`config.mk`:
```
export PLATFORM = sky130hd
export DESIGN_NAME = pcs_cell
export DESIGN_NICKNAME = d
export VERILOG_FILES = /design/src/hw/rtl/pcs_pkg.sv /design/src/hw/rtl/pcs_cell.sv
export SDC_FILE = /design/constraint.sdc
export NUM_CORES = 1
export LEC_CHECK = 0
export BUFFER_PORTS_ARGS = -buffer_cell sky130_fd_sc_hd__clkbuf_2
export CORE_AREA = 2 2 197 199
export CTS_CLUSTER_DIAMETER = 200
export DETAILED_ROUTE_END_ITERATION = 12
export DIE_AREA = 0 0 199 201
export HOLD_SLACK_MARGIN = 0.15
export SLEW_MARGIN = 20
export SYNTH_ARGS = -nofsm -noshare
export SYNTH_HDL_FRONTEND = slang
export SYNTH_SLANG_ARGS = --single-unit
```
`constraint.sdc`:
```
create_clock -name clk -period 6.95 [get_ports clk]
set_input_delay 0.695 -clock clk [delete_from_list [all_inputs] [get_ports clk]]
set_output_delay 0.695 -clock clk [all_outputs]
set_load 0.05 [all_outputs]
```
`src/hw/rtl/pcs_pkg.sv`:
```
// Package: types, constants and compare functions of the Pareto connection set
`default_nettype none
package pcs_pkg;

  localparam int TIME_BITS     = 18;
  localparam int COST_BITS     = 32;
  localparam int TRACE_BITS    = 32;
  localparam int NT_BITS       = 4;
  localparam int OP_BITS       = 2;
  localparam int STATUS_BITS   = 3;
  localparam int REMOVED_BITS  = 5;
  localparam int MULT_BITS     = 16;
  localparam int IMP_ADD_BITS  = 32;
  localparam int JT_ADD_BITS   = 18;
  localparam int NT_ADD_BITS   = 12;
  localparam int CFG_IDX_BITS  = 3;
  localparam int CFG_DATA_BITS = 32;
  localparam int SET_DEPTH_DEF = 16;

  localparam int COST_LO = COST_BITS / 2;
  localparam int COST_HI = COST_BITS - COST_LO;
  localparam int TIME_LO = TIME_BITS / 2;
  localparam int TIME_HI = TIME_BITS - TIME_LO;
  localparam int IMP_W   = MULT_BITS + COST_BITS + 1;
  localparam int JT_W    = MULT_BITS + TIME_BITS + 1;
  localparam int NT_W    = MULT_BITS + NT_BITS + 1;

  localparam logic [OP_BITS-1:0] OP_OFFER    = 2'd0;
  localparam logic [OP_BITS-1:0] OP_FINALIZE = 2'd1;
  localparam logic [OP_BITS-1:0] OP_CLEAR    = 2'd2;
  localparam logic [OP_BITS-1:0] OP_UNUSED   = 2'd3;

  localparam logic [STATUS_BITS-1:0] ST_ACCEPTED = 3'd0;
  localparam logic [STATUS_BITS-1:0] ST_REJECTED = 3'd1;
  localparam logic [STATUS_BITS-1:0] ST_FULL     = 3'd2;
  localparam logic [STATUS_BITS-1:0] ST_KEPT     = 3'd3;
  localparam logic [STATUS_BITS-1:0] ST_NONE     = 3'd4;
  localparam logic [STATUS_BITS-1:0] ST_CLEARED  = 3'd5;

  typedef enum logic [CFG_IDX_BITS-1:0] {
    CFG_TOL_MODE  = 3'd0,
    CFG_NO_DIRECT = 3'd1,
    CFG_IMP_GAIN  = 3'd2,
    CFG_IMP_ADD   = 3'd3,
    CFG_JT_MULT   = 3'd4,
    CFG_JT_ADD    = 3'd5,
    CFG_NT_MULT   = 3'd6,
    CFG_NT_ADD    = 3'd7
  } cfg_idx_t;

  typedef struct packed {
    logic [OP_BITS-1:0]    operation;
    logic [TIME_BITS-1:0]  depart_time;
    logic [TIME_BITS-1:0]  arrive_time;
    logic [TIME_BITS-1:0]  journey_secs;
    logic [COST_BITS-1:0]  cost_value;
    logic [NT_BITS-1:0]    transfers;
    logic [TRACE_BITS-1:0] trace_key;
  } in_item_t;

  typedef struct packed {
    logic [STATUS_BITS-1:0]  status;
    logic [REMOVED_BITS-1:0] removed_count;
    logic [TIME_BITS-1:0]    out_depart;
    logic [TIME_BITS-1:0]    out_arrive;
    logic [TIME_BITS-1:0]    out_journey;
    logic [COST_BITS-1:0]    out_cost;
    logic [NT_BITS-1:0]      out_transfers;
    logic [TRACE_BITS-1:0]   out_trace;
    logic                    last;
  } out_item_t;

  typedef struct packed {
    logic [TIME_BITS-1:0]  dep;
    logic [TIME_BITS-1:0]  arr;
    logic [TIME_BITS-1:0]  jt;
    logic [COST_BITS-1:0]  cost;
    logic [NT_BITS-1:0]    nt;
    logic [TRACE_BITS-1:0] trace;
  } entry_t;

  typedef enum logic [1:0] {
    CELL_HOLD,
    CELL_NEXT,
    CELL_PREV,
    CELL_CAND
  } cell_cmd_t;

  typedef struct packed {
    cell_cmd_t cmd;
    logic      mark_gone;
    logic      clear;
  } cell_ctl_t;

  typedef struct packed {
    logic valid;
    logic gone;
    logic rej;
    logic drop;
    logic less;
  } cell_flags_t;

  typedef enum logic [3:0] {
    S_IDLE,
    S_CMP,
    S_COMPACT,
    S_INSERT,
    S_MIN,
    S_PROD,
    S_BOUND,
    S_SCAN,
    S_FLUSH,
    S_CLEAR
  } state_t;

  function automatic logic dominates(input entry_t a, input entry_t b, input logic no_direct);
    logic even_or_better;
    logic better;
    even_or_better = (a.dep >= b.dep) && (a.arr <= b.arr) && (a.cost <= b.cost) &&
                     (a.nt <= b.nt);
    better   = (a.dep > b.dep) || (a.arr < b.arr) || (a.cost < b.cost) || (a.nt < b.nt);
    return !(no_direct && (a.nt == '0)) && even_or_better && better;
  endfunction

  function automatic logic order_less(input entry_t a, input entry_t b);
    logic r;
    if (a.dep != b.dep) begin
      r = a.dep < b.dep;
    end else if (a.arr != b.arr) begin
      r = a.arr < b.arr;
    end else if (a.cost != b.cost) begin
      r = a.cost < b.cost;
    end else if (a.nt != b.nt) begin
      r = a.nt < b.nt;
    end else begin
      r = a.trace < b.trace;
    end
    return r;
  endfunction

endpackage
`default_nettype wire

```
`src/hw/rtl/pcs_cell.sv`:
```
// One cell of the entry chain: holds an entry, compares it with the candidate
`default_nettype none
module pcs_cell (
  input  wire logic                clk,
  input  wire logic                rst,
  input  wire pcs_pkg::cell_ctl_t  ctl,
  input  wire pcs_pkg::entry_t     cand,
  input  wire logic                no_direct,
  input  wire pcs_pkg::entry_t     prev_entry,
  input  wire logic                prev_valid,
  input  wire logic                prev_gone,
  input  wire pcs_pkg::entry_t     next_entry,
  input  wire logic                next_valid,
  input  wire logic                next_gone,
  output pcs_pkg::entry_t          entry,
  output pcs_pkg::cell_flags_t     flags
);

  logic valid;
  logic gone;

  always_ff @(posedge clk) begin
    if (rst || ctl.clear) begin
      valid <= 1'b0;
      gone  <= 1'b0;
    end else begin
      case (ctl.cmd)
        pcs_pkg::CELL_NEXT: begin
          valid <= next_valid;
          gone  <= next_gone;
        end
        pcs_pkg::CELL_PREV: begin
          valid <= prev_valid;
          gone  <= prev_gone;
        end
        pcs_pkg::CELL_CAND: begin
          valid <= 1'b1;
          gone  <= 1'b0;
        end
        default: begin
          gone <= gone | ctl.mark_gone;
        end
      endcase
    end
  end

  always_ff @(posedge clk) begin
    case (ctl.cmd)
      pcs_pkg::CELL_NEXT: entry <= next_entry;
      pcs_pkg::CELL_PREV: entry <= prev_entry;
      pcs_pkg::CELL_CAND: entry <= cand;
      default:            entry <= entry;
    endcase
  end

  always_comb begin
    flags.valid = valid;
    flags.gone  = gone;
    flags.rej   = valid && ((entry.trace == cand.trace) ||
                            pcs_pkg::dominates(entry, cand, no_direct));
    flags.drop  = valid && pcs_pkg::dominates(cand, entry, no_direct);
    flags.less  = valid && pcs_pkg::order_less(cand, entry);
  end

endmodule
`default_nettype wire

```
==> results of run 1 <==
[stage by stage]
step                      worst slack [ns]  instance area (um2)  hold slack (ns)   util
after floorplan                       3.05                 9040            0.705      -
after global placement                2.65                12100            0.826  0.317
after detailed placement              3.00                12100            0.868  0.318
after CTS                             2.92                12700            0.428  0.335
after global routing                  2.75                12700            0.431  0.335
final                                 2.99                12800            0.470  0.335
[final timing paths]
path | end | slack [ns] | cells after the start
setup / recovery | flags[1] | 2.99 | 10
hold / removal | gone | 0.47 | 2
hold reg to reg | gone | 0.86 | 5
setup reg to reg | valid | 5.50 | 3
[routing by layer]
metal  vias to the layer above  wire [um]  GRT usage
met1                      4026      13800      0.191
met5                         -          0          0
met2                       352      16200      0.282
met3                        46       2080     0.0422
li1                       4375          -          -
met4                         0        717     0.0528
[kinds of logic (layout without fill, tap and decap cells)]
group / count (synthesis) / in the layout / synth area share
muxes: 122 / 122 / 0.135
adders and majority gates: 104 / 104 / 0.144
and+or+nand+nor: 226 / 226 / 0.114
other: 0 / 1 / 0
DFF: 124 / 124 / 0.410
AOI/OAI and AO/OA: 213 / 213 / 0.132
buffers and inverters: 153 / 651 / 0.0648
[where the power goes]
part	total (W)	internal [W]	switching, W
Clock	0.00100	0.000636	0.000369
Combinational	0.000939	0.000297	0.000642
Sequential	0.000979	0.000928	0.0000512
Total	0.00292	0.00186	0.00106
[worst max-delay path, stage by stage (launching register included)]
cell       delay (ns)
edfxtp_1         0.39
inv_1            0.07
ha_1             0.23
a21oi_1          0.16
o21ai_0          0.17
a221o_1          0.36
o31ai_2          0.43
and2_1           0.19
o21ai_1          0.08
a2111oi_2        0.40
clkbuf_2         0.36
[sequential cells by signal, summed over array words and instances, names as in the netlist]
name and flops:
entry 122, gone 1, valid 1
[final cells by class]
type,instances,area share
clock inverter,15,0.0174
timing repair buffer,510,0.203
inverter,109,0.0321
antenna,1,0.000196
multi-input combinational,665,0.373
tap,518,0.0508
clock buffer,17,0.0334
sequential,124,0.290
[cells in the final DEF (no fill, tap or decap), types with 9 or more instances in the layout]
master     count
o21ai_0       10
nor2_1       134
a21oi_1      158
nand2_1       27
a21o_1         9
ha_1         104
clkbuf_2     501
nand4_1       21
clkbuf_16     17
inv_1        109
nand3_1       14
edfxtp_1     122
mux2i_1      122
==> flow_summary.toml, run 1 <==
[status]
status = "finished, final reports clean"

[setup_path]
start_kind = "flip-flop"
r2r-start = "valid"
endpoint_kind = "output port"
cp.arrival_ns = 3.27
crit_fanout = 3
required_ns = 6.25
worstSetupPathType = "reg2out"
crit_start = "entry[41]"

[clock_network]
cts_inserted_buffers = 17
hold_buffers = 0
cts_tree = "built"
cts.sinks = 124
worstSkewPairLatency_ns = 0.43
cts-root-buf = "clkbuf_16"
postCtsSetupBuffers = 0
clk_pin_slew_ns = 0.06
cts_buffer_depth = 2
post_cts_resized = 0
cts_max_level = 4

[detailed_routing]
drc_errors = 0
antenna_left = 0
wl_mm = 32.8
drt-initial-drc-count = 312
vias = 8799
viasPerCell = 4.49
drt-wirelength-per-cell_um = 16.7
dr.pass1.iters = 4

[final_layout]
multi_input_area_um2 = 4760
drive_above_1_share = 0.383
layout.nets = 1908
fin_cells = 1959
num-fill-cells = 4032
syn_to_final_growth_pct = 41.1
seqCellArea_um2 = 3700

[timing]
slew_viol_final = 0
finalCritPeriodShare = 0.570
tightest_slew_ns = 0.867
min_period_ns = 3.96
slew_headroom = 0.422
fin_worst_skew_ns = 0
fmax_mhz = 252
rsz0062_at_grt = "no"
setup_viol = 0
hold_viol_final = 0
tns_ns = 0

[die]
fp-row-count = 72
die-area_um2 = 40000
die_h_um = 201
start_util = 0.237
coreArea_um2 = 38100
io_pins = 504
die_w_um = 199

[synth]
synth_area_um2 = 9040
postSynthAreaPerCell_um2 = 9.59
yosysWarnings = 0
post-synth-top-area-cell = "edfxtp_1"
synth_most_common_cell = "a21oi_1"
synth_top_area_frac = 0.405
synth_enable_flop_cells = 122
async_flop_share = 0
syn-num-nets = 1423
ys_types = 51
synthCells = 942
synth_area_leaders = "edfxtp_1 41%, ha_1 14%, mux2i_1 14%, a21oi_1 8.8%, nor2_1 5.6%"
synth.yosys.seq_area_share = 0.410
synthFlopType = "edfxtp_1"
synthTopCellsByCount = "158 x a21oi_1, 134 x nor2_1, 122 x edfxtp_1, 122 x mux2i_1, 109 x inv_1"
ys_ff_latch = 124

[place]
gp_congestion = 0.938
place_inst = 1926
portBuffers = 503
dp_hpwl_mm = 27.4

[power_and_ir_drop]
peakVddDrop_mv = 0.168
p_leak_nw = 6.63
p_total_w = 0.00292
powerDensity_nw_per_um2 = 229

[grt]
grt_pass1_wl_mm = 48.3
grt_pass1_vias = 8906
grtUsageTotal = 0.161
grt_antenna_before_repair = 2
grt_overflow = 0
grt_max_degree = 105

[worst_hold_path]
worstHoldStart = "rst"
hp-class = "in2reg"

[run]
cap_violations = 0
(Power assumes the default switching activity.)
==> run 2: changes to the inputs <==
==> constraint.sdc (replaced) <==
create_clock -name clk -period 3.4 [get_ports clk]
set_input_delay 0.34 -clock clk [delete_from_list [all_inputs] [get_ports clk]]
set_output_delay 0.34 -clock clk [all_outputs]
set_load 0.05 [all_outputs]
==> run 2 against run 1 <==
  * Critical path depth unchanged
  * Clock-buffer cell count increased by 4
  * Final cell count increased by 0.51%
  * Total power increased by 100%
  * Global-route usage about the same
  * Via count decreased by 0.27%
  * Clock power increased by 91%
  * Setup slack got worse by 2.9 ns
  * Highest routed layer is now met5
  * Die area unchanged
  * Cell area increased by 2.2%
  * Clock skew unchanged
==> flow_summary.toml, run 2 (synthesis results as in run 1) <==
[status]
status = "finished, final reports clean"

[clock_network]
worstSkewPairLatency_ns = 0.44
cts_buffer_depth = 2
cts-root-buf = "clkbuf_16"
cts_inserted_buffers = 17
cts_max_level = 4
cts_tree = "built"
clk_pin_slew_ns = 0.06
cts.sinks = 124

[detailed_routing]
wl_mm = 33.4
drt-initial-drc-count = 344
drt-wirelength-per-cell_um = 16.9
drc_errors = 0
antenna_left = 0
viasPerCell = 4.46
vias = 8775
dr.pass1.iters = 4

[die]
start_util = 0.237
io_pins = 504
coreArea_um2 = 38100
die-area_um2 = 40000
die_h_um = 201
fp-row-count = 72
die_w_um = 199

[timing]
tns_ns = 0
rsz0062_at_grt = "yes"
slew_viol_final = 0
fmax_mhz = 303
fin_worst_skew_ns = 0
setup_viol = 0
whs_ns = 0.220
hold_viol_final = 0
slew_headroom = 0.517
tightest_slew_ns = 0.725
min_period_ns = 3.30
final.setup.worst_slack_ns = 0.0979
finalCritPeriodShare = 0.971

[setup_path]
endpoint_kind = "output port"
crit_fanout = 3
start_kind = "flip-flop"
max_stage_delay_ns = 0.41
required_ns = 3.06
worstPathCellList = "inv_1 -> ha_4 -> nand4_1 -> nor2_1 -> a221o_1 -> o31ai_4 -> and2_4 -> o21ai_4 -> a2111oi_4 -> buf_12"
critPathSlowestCell = "a2111oi_4"
worstSetupPathType = "reg2out"
cp.arrival_ns = 2.96

[final_layout]
layout.nets = 1918
reg_top3 = "entry (122), gone (1), valid (1)"
final_common_cell = "clkbuf_2"
num-fill-cells = 3973
syn_to_final_growth_pct = 44.2
drive_above_1_share = 0.393
largest_reg_flops = 122
stdcell_area_um2 = 13000
layout_common_cells = "498 x clkbuf_2, 154 x a21oi_1, 134 x nor2_1"
top_register = "entry"

[power_and_ir_drop]
seq_power_share = 0.338
p_sw_w = 0.00214
p_comb_frac = 0.338
p_leak_nw = 6.71
swShare = 0.364
clkPwrFrac = 0.324
p_int_w = 0.00375
peakVddDrop_mv = 0.350
powerDensity_nw_per_um2 = 452

[grt]
grt_antenna_before_repair = 7
grt_pass1_wl_mm = 48.2
grt_overflow = 0
grtUsageTotal = 0.162
grt_max_degree = 123
grt_pass1_vias = 8715

[run]
cap_violations = 0

[place]
placed_cell_area_um2 = 12200
gp_congestion = 0.860
post-place-ws_ns = 0.176
dp_hpwl_mm = 27.5
portBuffers = 503

[worst_hold_path]
hp-class = "in2reg"
[run 2: cell count changes in the layout (fill, tap and decap cells not counted), moves of 2 or more]
cell | before | now
buf_4 | 7 | 10
a21oi_2 | 1 | 5
a21oi_1 | 158 | 154
clkbuf_2 | 501 | 498
clkbuf_1 | 0 | 4
clkinv_2 | 2 | 4
ha_1 | 104 | 98
dlygate4sd3_1 | 0 | 3
clkinvlp_4 | 3 | 0
ha_4 | 0 | 6
buf_12 | 0 | 7
clkinv_4 | 3 | 0
[run 2: worst max-delay path, delay by kind of cell, from the launching register on]
kind | cells | cell delay (ns)
adder cells (fa/ha/maj) | 1 | 0.22
AO/OA/AOI/OAI | 4 | 1.15
buffers and inverters | 2 | 0.31
AND/OR/NAND/NOR | 3 | 0.46
flip-flops | 1 | 0.39
[run 2: stage by stage]
stage               cells  power (W)  utilization
global route         1968    0.00620        0.342
floorplan             942    0.00330            -
global placement     1928    0.00394        0.321
finish               1969    0.00589        0.342
detailed placement   1928    0.00398        0.321
CTS                  1962    0.00593        0.337
[run 2: routing by layer]
metal	vias up	GRT usage	share of wire
li1	4399	-	-
met1	3991	0.181	0.40
met2	331	0.291	0.51
met3	44	0.0534	0.073
met4	10	0.0426	0.017
met5	-	0	0.0021
[run 2: final cells by class]
cell class | count | area [um2] | area share
Clock inverter | 10 | 148 | 0.0113
Timing Repair Buffer | 520 | 2760 | 0.212
Tap cell | 518 | 648 | 0.0497
Inverter | 109 | 409 | 0.0314
Clock buffer | 21 | 440 | 0.0338
Sequential cell | 124 | 3700 | 0.284
Antenna cell | 2 | 5.00 | 0.000384
Multi-Input combinational cell | 665 | 4910 | 0.377
[run 2: worst paths after layout]
path	from	end	slack (ns)	cells after the start
worst max register to register	gone	gone	1.77	6
worst max-delay path	entry[45]	flags[1]	0.1	10
worst min-delay path	next_entry[117]	entry[117]	0.22	3
worst min register to register	valid	valid	1.03	4
[run 2: power by group through the flow]
stage	logic, W	clock network [W]	registers (W)
after global routing	0.00216	0.00202	0.00202
after detailed placement	0.00195	0	0.00202
after floorplan	0.000669	0	0.00263
final	0.00199	0.00191	0.00199
after global placement	0.00193	0	0.00202
after CTS	0.00197	0.00197	0.00199
[run 2: repair_timing]
action	CTS	global route
endpoints found under the setup margin	3	3
gates resized for setup	5	20
hold buffers	3	0
pin swaps	2	12
setup buffers	0	5
endpoints found under the hold margin	2	0
